==> src/rtl/core/tcpck_pkg.sv <==
// ----------------------------------------------------------------------------
// tcpck_pkg
// Types and constants shared by the TCP/IPv4 checksum recompute block.
// ----------------------------------------------------------------------------
package tcpck_pkg;

    localparam int unsigned BYTE_W   = 8;
    localparam int unsigned WORD_W   = 16;
    localparam int unsigned SUM_W    = 32;
    localparam int unsigned HDR_W    = 6;

    localparam logic [BYTE_W-1:0] PROTO_TCP       = 8'd6;
    localparam logic [WORD_W-1:0] OFF_IHL         = 16'd0;
    localparam logic [WORD_W-1:0] OFF_TOT_HI      = 16'd2;
    localparam logic [WORD_W-1:0] OFF_TOT_LO      = 16'd3;
    localparam logic [WORD_W-1:0] OFF_ADDR_FIRST  = 16'd12;
    localparam logic [WORD_W-1:0] OFF_ADDR_LAST   = 16'd19;
    localparam logic [WORD_W-1:0] REL_CKSUM_HI    = 16'd16;
    localparam logic [WORD_W-1:0] REL_CKSUM_LO    = 16'd17;
    localparam logic [WORD_W-1:0] OFF_SAT         = 16'hffff;
    localparam logic [HDR_W-1:0]  MIN_HDR_BYTES   = 6'd20;

    typedef struct packed {
        logic [BYTE_W-1:0] packet_byte;
        logic              last_byte;
    } t_in_beat;

    typedef struct packed {
        logic [WORD_W-1:0] tcp_checksum;
        logic [WORD_W-1:0] total_length;
        logic              length_error;
    } t_out_beat;

    // end-of-packet snapshot handed to the finalizer
    typedef struct packed {
        logic [SUM_W-1:0]  sum;
        logic [WORD_W-1:0] pad_word;
        logic [WORD_W-1:0] tcp_len;
        logic [WORD_W-1:0] total_length;
        logic              length_error;
    } t_fin;

endpackage

==> src/rtl/core/tcp_ipv4_checksum_recompute.sv <==
// ----------------------------------------------------------------------------
// tcp_ipv4_checksum_recompute
// Streams an IPv4/TCP packet a byte per beat and returns its TCP checksum.
// ----------------------------------------------------------------------------
//  channel  dir  handshake           payload
//  input    in   i_valid / o_ready   i_data  (packet_byte, last_byte)
//  result   out  o_valid / i_ready   o_data  (tcp_checksum, total_length,
//                                             length_error)
//
//  One byte accepted per cycle; the running sum is updated in the cycle the
//  byte is taken. A last byte is snapshotted when it is accepted, and the
//  fold/invert result enters the output register once that is empty or read.
//  Synchronous active-low reset clears all packet state and valids.
//  A stalled result holds the snapshot stage; input stalls only while the
//  snapshot and output registers are both full and the result is not taken.
// ----------------------------------------------------------------------------
module tcp_ipv4_checksum_recompute (
    input  logic                 i_clk,
    input  logic                 i_rst_n,
    input  logic                 i_valid,
    output logic                 o_ready,
    input  tcpck_pkg::t_in_beat  i_data,
    output logic                 o_valid,
    input  logic                 i_ready,
    output tcpck_pkg::t_out_beat o_data
);
    import tcpck_pkg::*;

    logic [WORD_W-1:0] r_byte_offset, n_byte_offset;
    logic [SUM_W-1:0]  r_sum, n_sum;
    logic [HDR_W-1:0]  r_hdr, n_hdr;
    logic [WORD_W-1:0] r_tot, n_tot;
    logic [BYTE_W-1:0] r_pend, n_pend;

    logic              r_fin_v;
    t_fin              r_fin, n_fin;
    logic              r_out_v;
    t_out_beat         r_out;
    t_out_beat         w_result;

    logic              w_in_acc;
    logic              w_fin_move;
    logic [BYTE_W-1:0] w_b;
    logic [WORD_W-1:0] w_hdr16;
    logic [WORD_W-1:0] w_rel;
    logic [BYTE_W-1:0] w_v;
    logic              w_in_tcp;
    logic [SUM_W-1:0]  w_addr_term;
    logic [SUM_W-1:0]  w_word_term;
    logic [WORD_W:0]   w_received;
    logic [WORD_W:0]   w_end;
    logic [WORD_W:0]   w_span;

    assign w_fin_move = !r_out_v || i_ready;
    assign o_ready    = !r_fin_v || w_fin_move;
    assign w_in_acc   = i_valid && o_ready;
    assign w_b        = i_data.packet_byte;

    always_comb begin
        n_hdr = r_hdr;
        n_tot = r_tot;
        if (r_byte_offset == OFF_IHL) begin
            n_hdr = {w_b[3:0], 2'b00};
        end else if (r_byte_offset == OFF_TOT_HI) begin
            n_tot = {w_b, 8'h00};
        end else if (r_byte_offset == OFF_TOT_LO) begin
            n_tot = {r_tot[WORD_W-1:BYTE_W], w_b};
        end

        w_addr_term = '0;
        if (r_byte_offset >= OFF_ADDR_FIRST && r_byte_offset <= OFF_ADDR_LAST) begin
            if (r_byte_offset[0]) begin
                w_addr_term = {{(SUM_W-BYTE_W){1'b0}}, w_b};
            end else begin
                w_addr_term = {{(SUM_W-WORD_W){1'b0}}, w_b, 8'h00};
            end
        end

        w_hdr16  = {{(WORD_W-HDR_W){1'b0}}, n_hdr};
        w_rel    = r_byte_offset - w_hdr16;
        w_in_tcp = (r_byte_offset >= w_hdr16) && (r_byte_offset < n_tot);
        w_v      = (w_rel == REL_CKSUM_HI || w_rel == REL_CKSUM_LO) ? '0 : w_b;

        n_pend      = r_pend;
        w_word_term = '0;
        if (w_in_tcp) begin
            if (w_rel[0]) begin
                w_word_term = {{(SUM_W-WORD_W){1'b0}}, r_pend, w_v};
            end else begin
                n_pend = w_v;
            end
        end

        n_sum         = r_sum + w_addr_term + w_word_term;
        n_byte_offset = (r_byte_offset == OFF_SAT) ? r_byte_offset
                                                   : r_byte_offset + 16'd1;

        w_received = {1'b0, r_byte_offset} + 17'd1;
        w_end      = (w_received < {1'b0, n_tot}) ? w_received : {1'b0, n_tot};
        w_span     = w_end - {1'b0, w_hdr16};

        n_fin.sum          = n_sum;
        n_fin.pad_word     = ((w_end > {1'b0, w_hdr16}) && w_span[0]) ? {n_pend, 8'h00}
                                                                       : '0;
        n_fin.tcp_len      = n_tot - w_hdr16;
        n_fin.total_length = n_tot;
        n_fin.length_error = (n_hdr < MIN_HDR_BYTES) || (w_received < {1'b0, n_tot})
                           || (n_tot < w_hdr16);
    end

    always_ff @(posedge i_clk) begin
        if (!i_rst_n) begin
            r_byte_offset <= '0;
            r_sum         <= '0;
            r_hdr         <= '0;
            r_tot         <= '0;
            r_pend        <= '0;
        end else if (w_in_acc) begin
            if (i_data.last_byte) begin
                r_byte_offset <= '0;
                r_sum         <= '0;
                r_hdr         <= '0;
                r_tot         <= '0;
                r_pend        <= '0;
            end else begin
                r_byte_offset <= n_byte_offset;
                r_sum         <= n_sum;
                r_hdr         <= n_hdr;
                r_tot         <= n_tot;
                r_pend        <= n_pend;
            end
        end
    end

    always_ff @(posedge i_clk) begin
        if (!i_rst_n) begin
            r_fin_v <= 1'b0;
        end else if (w_in_acc && i_data.last_byte) begin
            r_fin_v <= 1'b1;
        end else if (w_fin_move) begin
            r_fin_v <= 1'b0;
        end
    end

    always_ff @(posedge i_clk) begin
        if (w_in_acc && i_data.last_byte) begin
            r_fin <= n_fin;
        end
    end

    tcpck_finalize u_finalize (
        .i_fin    (r_fin),
        .o_result (w_result)
    );

    always_ff @(posedge i_clk) begin
        if (!i_rst_n) begin
            r_out_v <= 1'b0;
        end else if (w_fin_move) begin
            r_out_v <= r_fin_v;
        end
    end

    always_ff @(posedge i_clk) begin
        if (w_fin_move && r_fin_v) begin
            r_out <= w_result;
        end
    end

    assign o_valid = r_out_v;
    assign o_data  = r_out;

    a_last_clears: assert property (@(posedge i_clk) disable iff (!i_rst_n)
        (w_in_acc && i_data.last_byte) |=> (r_byte_offset == '0 && r_sum == '0))
        else $error("packet state not cleared after last beat");

    a_last_snap: assert property (@(posedge i_clk) disable iff (!i_rst_n)
        (w_in_acc && i_data.last_byte) |=> r_fin_v)
        else $error("last beat did not load snapshot");

    a_snap_to_out: assert property (@(posedge i_clk) disable iff (!i_rst_n)
        (r_fin_v && w_fin_move) |=> o_valid)
        else $error("snapshot moved without output valid");

    a_snap_hold: assert property (@(posedge i_clk) disable iff (!i_rst_n)
        (r_fin_v && !w_fin_move) |=> (r_fin_v && $stable(r_fin)))
        else $error("stalled snapshot changed");

endmodule

==> src/rtl/core/tcpck_finalize.sv <==
// ----------------------------------------------------------------------------
// tcpck_finalize
// Adds pad, protocol and TCP length to the packet sum, folds and inverts.
// ----------------------------------------------------------------------------
module tcpck_finalize (
    input  tcpck_pkg::t_fin      i_fin,
    output tcpck_pkg::t_out_beat o_result
);
    import tcpck_pkg::*;

    logic [SUM_W-1:0]  w_total;
    logic [WORD_W:0]   w_fold1;
    logic [WORD_W:0]   w_fold2;

    always_comb begin
        w_total = i_fin.sum + {{(SUM_W-WORD_W){1'b0}}, i_fin.pad_word}
                + {{(SUM_W-BYTE_W){1'b0}}, PROTO_TCP}
                + {{(SUM_W-WORD_W){1'b0}}, i_fin.tcp_len};
        w_fold1 = {1'b0, w_total[SUM_W-1:WORD_W]} + {1'b0, w_total[WORD_W-1:0]};
        w_fold2 = w_fold1 + {{WORD_W{1'b0}}, w_fold1[WORD_W]};
        o_result.tcp_checksum = ~w_fold2[WORD_W-1:0];
        o_result.total_length = i_fin.total_length;
        o_result.length_error = i_fin.length_error;
    end

endmodule
==> config.mk <==
export PLATFORM = sky130hd
export DESIGN_NAME = tcp_ipv4_checksum_recompute
export DESIGN_NICKNAME = d
export VERILOG_FILES = /design/src/rtl/core/tcpck_pkg.sv /design/src/rtl/core/tcp_ipv4_checksum_recompute.sv /design/src/rtl/core/tcpck_finalize.sv
export SDC_FILE = /design/constraint.sdc
export NUM_CORES = 1
export LEC_CHECK = 0
export ABC_AREA = 1
export BUFFER_PORTS_ARGS = -buffer_cell sky130_fd_sc_hd__buf_2
export CAP_MARGIN = 20
export CORE_MARGIN = 4
export CORE_UTILIZATION = 42
export DETAILED_ROUTE_END_ITERATION = 12
export GPL_ROUTABILITY_DRIVEN = 0
export RECOVER_POWER = 100
export SLEW_MARGIN = 20
export SYNTH_ARGS = -nofsm -noshare
export SYNTH_HDL_FRONTEND = slang
export SYNTH_HIERARCHICAL = 1
export SYNTH_SLANG_ARGS = --single-unit
export TNS_END_PERCENT = 1
==> constraint.sdc <==
create_clock -name i_clk -period 11.7 [get_ports i_clk]
set_input_delay 2.34 -clock i_clk [delete_from_list [all_inputs] [get_ports i_clk]]
set_output_delay 2.34 -clock i_clk [all_outputs]
set_load 0.005 [all_outputs]
Word-level counts from Yosys, hierarchy flattened
Cells that the tools add are included.
W data, S select, Z words.
{"block": "classes", "n_addsub": 12, "n_lt_le_gt_ge": 8, "n_eq_ne": 6, "muxes": 20, "bitwise": 1, "n_reduce_logical": 16}
{"cell": "$mux W16", "count": 9}
{"cell": "$add A32 B16 Y32", "count": 2}
{"cell": "$add A32 B32 Y32", "count": 2}
{"cell": "$mux W8", "count": 5}
{"cell": "$add A32 B3 Y32 const B", "count": 1}
{"cell": "$eq A16 B2 Y1 const B", "count": 2}
{"cell": "$eq A16 B5 Y1 const B", "count": 2}
{"cell": "$mux W32", "count": 1}
{"cell": "$sub A16 B6 Y16", "count": 2}
{"cell": "$add A16 B1 Y17 const B", "count": 1}
{"cell": "$add A16 B16 Y17", "count": 1}
{"cell": "$gt A17 B6 Y1", "count": 1}
{"cell": "$lt A17 B16 Y1", "count": 1}
{"cell": "$mux W17", "count": 1}
{"cell": "$add A16 B1 Y16", "count": 1}
{"cell": "$add A16 B1 Y16 const B", "count": 1}
{"cell": "$eq A16 B16 Y1 const B", "count": 1}
{"cell": "$ge A16 B4 Y1 const B", "count": 1}
{"cell": "$ge A16 B6 Y1", "count": 1}
{"cell": "$le A16 B5 Y1 const B", "count": 1}
{"cell": "$logic_not A16 Y1", "count": 1}
{"cell": "$lt A16 B16 Y1", "count": 1}
{"cell": "$lt A16 B6 Y1", "count": 1}
{"cell": "$not A16 Y16", "count": 1}
{"cell": "other kinds (10)", "count": 22}
{"block": "totals", "ff_bits": 194, "in_bits": 13, "out_inout_bits": 35, "wordCells": 79}

Logic depth before layout (Yosys ltp)
{"block": "logic_depth", "word_depth": 10, "mapped_depth": 45, "mapped_depth_nobuf": 43}

By module
Netlist, hierarchy kept.
{"module": "tcp_ipv4_checksum_recompute", "n_inst": 1, "cells_each": 1277, "area_each_um2": 10939.2, "seq_area_each_um2": 4784.6}
{"module": "tcpck_finalize", "n_inst": 1, "cells_each": 602, "area_each_um2": 3529.6, "seq_area_each_um2": 0.0}

Worst setup path after synthesis
No wires, ideal clock.
{"block": "synth_timing", "kind": "input to register", "from": "input port i_data[4] in the netlist's numbering", "to": "register r_sum[31]", "arrival_ns": 7.017, "t_required_ns": 11.630, "slack_ns": 4.612, "path_stages": 36, "path_cell_list": "inv_1 > o21ai_0 > inv_1 > ha_1 > inv_1 > nor2_1 > inv_1 > nor2_4 > nand2_2 > nand2_1 > nor2_2 > nand2_1 > nand3_1 > nor2_2 > nand3_4 > buf_6 > nand3_1 > fa_1 > inv_1 > ha_1 > inv_1 > fa_1 > inv_1 > nand3_1 > nand2_1 > a21oi_1 > o21ai_2 > a21oi_1 > o21ai_1 > nand2_1 > nor2_1 > nand2_1 > nor4_1 > xor2_1 > nand2_1 > a21oi_1"}
{"element": "from (decl)", "line_no": "tcp_ipv4_checksum_recompute.sv:22", "text": "input tcpck_pkg::t_in_beat i_data,"}
{"element": "to (signal assigned)", "line_no": "tcp_ipv4_checksum_recompute.sv:127", "text": "r_sum <= n_sum;"}
{"element": "to (decl)", "line_no": "tcp_ipv4_checksum_recompute.sv:30", "text": "logic [SUM_W-1:0] r_sum, n_sum;"}

==> flow_metrics.tcl <==
set metrics [dict create \
    htreeDepth 4 \
    dr.pass1.iters 5 \
    start_kind "flop" \
    final_area_sq_um 15500 \
    yosys_warnings 6 \
    synthFlopType "edfxtp_1" \
    grt_overflow 0 \
    worst_pin_slew_ps 4120 \
    wl_per_cell_microns 15.8 \
    synthCells 1879 \
    period_share_pct 77.8 \
    async_flop_share_pct 0 \
    die_w_microns 194 \
    nets 2065 \
    io_buffers 47 \
    mostFrequentLayoutCell "nand2_1" \
    fp.coreArea_sq_um 33800 \
    drt_iter0_drc 955 \
    grt_max_degree 74 \
    ff_latch_area_sq_um 4780 \
    cts_buffers 17 \
    cp.required_ps 12080 \
    drive_above_1_share_pct 8.19 \
    clock.fmax_mhz 110 \
    netlist.area_leader.share_pct 22.0 \
    layout_setup_ws_ps 2600 \
    areaGrowthSynthToFinish_pct 7.25 \
    antenna_cells 0 \
    vias_per_cell 5.06 \
    cp-end-kind "flop" \
    drc 0 \
    clockBufferDepth 2 \
    cp_slowest_cell "o21ai_0" \
    root_buffer "clkbuf_16" \
    cp_max_fo 16 \
    synth-seq-cells 186 \
    ys_seq_area_share_pct 33.1 \
    skew_ps 24.0 \
    critical_path.top_delay_family "simple AND/OR/NAND/NOR gates" \
    clock_sink_count 186 \
    maxCapViolations 4 \
    power.density_nw_per_um2 137 \
    rsz0062_at_grt "no" \
    path_class "reg2reg" \
    synth_top_cell_by_area "edfxtp_1" \
    die_h_microns 194 \
    hold_path_class "reg2reg" \
    vdd_drop_max_mv 0.112 \
    track_usage_pct 20.0 \
    setup_viol 0 \
    grt_first_pass_wirelength_microns 60000 \
    post_cts_resized 0 \
    die_area_sq_um 37500 \
    synth.avg_cell_area_sq_um 7.70 \
    insertion_delay_ps 470 \
    drtAntennaViolNets 0 \
    multi_input_area_sq_um 8070 \
    hpwl_microns 29400 \
    synth_edf_count 106 \
    hold_violations 0 \
    slowest_delay_ps 1000 \
    status "complete, but fails checks" \
    pin_count 48 \
    layout_common_cells "495 x nand2_1, 302 x inv_1, 145 x a21oi_1" \
    fin_tns_setup_ps 0 \
    clkTransAtPathRegs_ps 80 \
    num-fill-cells 3360 \
    via_count 12000 \
    synth_cell_types 54 \
    grt_pass1_vias 11200 \
    relSlewSlack_pct -175 \
    grt_antenna_before_repair 0 \
    cts_tree "yes" \
    synth.top_cells.by_area "edfxtp_1 22%, nand2_1 13%, dfxtp_1 11%" \
    cts_setup_buffers 0 \
    rows 67 \
    cp.buffers_inverters 6 \
    placed_cell_area_sq_um 15000 \
    crit_path_frequent_cell "nand2_1" \
    arrival_ps 9480 \
    initial_core_util_pct 42.8 \
    syn_area_sq_um 14500 \
    power_leakage_nw 7.29 \
    drt-total-wl_microns 37500 \
    cts_hold_buffers 0 \
    period_minus_slack_ps 9100 \
    failed_checks "capacitance limit, slew limit" \
    dpl_worst_slack_ps 3590 \
    maxSlewViolCount 236 \
]
## flip-flops by register name (all words and copies together) (netlist names)
| signal | flops |
|---|---|
| r_pend | 8 |
| r_sum | 32 |
| r_fin | 73 |
| r_fin_v | 1 |
| r_hdr | 6 |
| o_valid | 1 |
| r_tot | 16 |
| o_data | 33 |
| r_byte_offset | 16 |
## synthesized netlist by cell type, types with 23 or more instances
library cell and number:
nand2_1 493, inv_1 299, a21oi_1 146, nor2_1 118, ha_1 110, edfxtp_1 106
nand3_1 97, dfxtp_1 80, xor2_1 62, fa_1 37, o21ai_0 34, nor3_1 27
nand2_2 26, nand4_1 24, xnor2_1 23
## stage by stage
| step | total power [W] | util [%] | std cells | hold WS, ps |
|---|---|---|---|---|
| 3_3_place_gp | 0.00148 | 44.5 | 2334 | 402 |
| 4_1_cts | 0.00215 | 46.4 | 2366 | 424 |
| 6_report | 0.00213 | 45.9 | 2366 | 422 |
| 5_1_grt | 0.00228 | 45.9 | 2366 | 430 |
| 3_5_place_dp | 0.00149 | 44.5 | 2334 | 405 |
| 2_1_floorplan | 0.00133 | - | 1886 | 425 |
## cells by family (layout without fill, tap and decap cells)
group | after synthesis | after routing | share of synthesized area (%)
fa+ha+maj | 147 | 147 | 14.6
flops | 186 | 186 | 33.1
buf+inv | 372 | 404 | 10.6
compound gates | 233 | 233 | 9.26
simple gates | 853 | 853 | 26.9
xor+xnor | 87 | 87 | 5.53
other cells | 1 | 8 | 0.0259
## worst reg2reg max path: cells and delay by family, from the launching register on
kind,cells,cell delay [ps]
AND/OR/NAND/NOR,16,3110
AO/OA/AOI/OAI,8,2410
adder cells (fa/ha/maj),5,1580
buffers and inverters,6,1260
flip-flops,1,450
XOR/XNOR,1,230
## area by class of cell
cell class              instances  share of cell area [%]
clock buffers                  17                    2.74
well taps                     448                    3.61
multi-input cells            1328                    52.0
repair buffers                 52                    1.52
flip-flops and latches        186                    30.8
clock inverters                15                    1.52
inverters                     320                    7.75
## worst paths after layout
kind | start | endpoint | slack [ps] | cells past startpoint
min reg2reg | r_fin[8] | o_data[8] | 420 | 0
min | r_fin[8] | o_data[8] | 420 | 0
max reg2reg | r_byte_offset[0] | r_sum[31] | 2600 | 36
max | r_byte_offset[0] | r_sum[31] | 2600 | 36
## per-layer routing
layer  share of wire, %  vias to the layer above  track usage (%)
met4                2.4                        0             6.19
li1                   -                     6070                -
met1                 47                     5481             28.6
met2                 44                      372             30.7
met5                  0                        -                0
met3                7.1                       56             4.00
## report_power, final
group	leakage [nW]	switching, W	internal [W]
clock network	0.321	0.000304	0.000353
logic	5.34	0.000482	0.000246
registers	1.63	0.00000847	0.000735
Power figures use the tool's default switching activity.
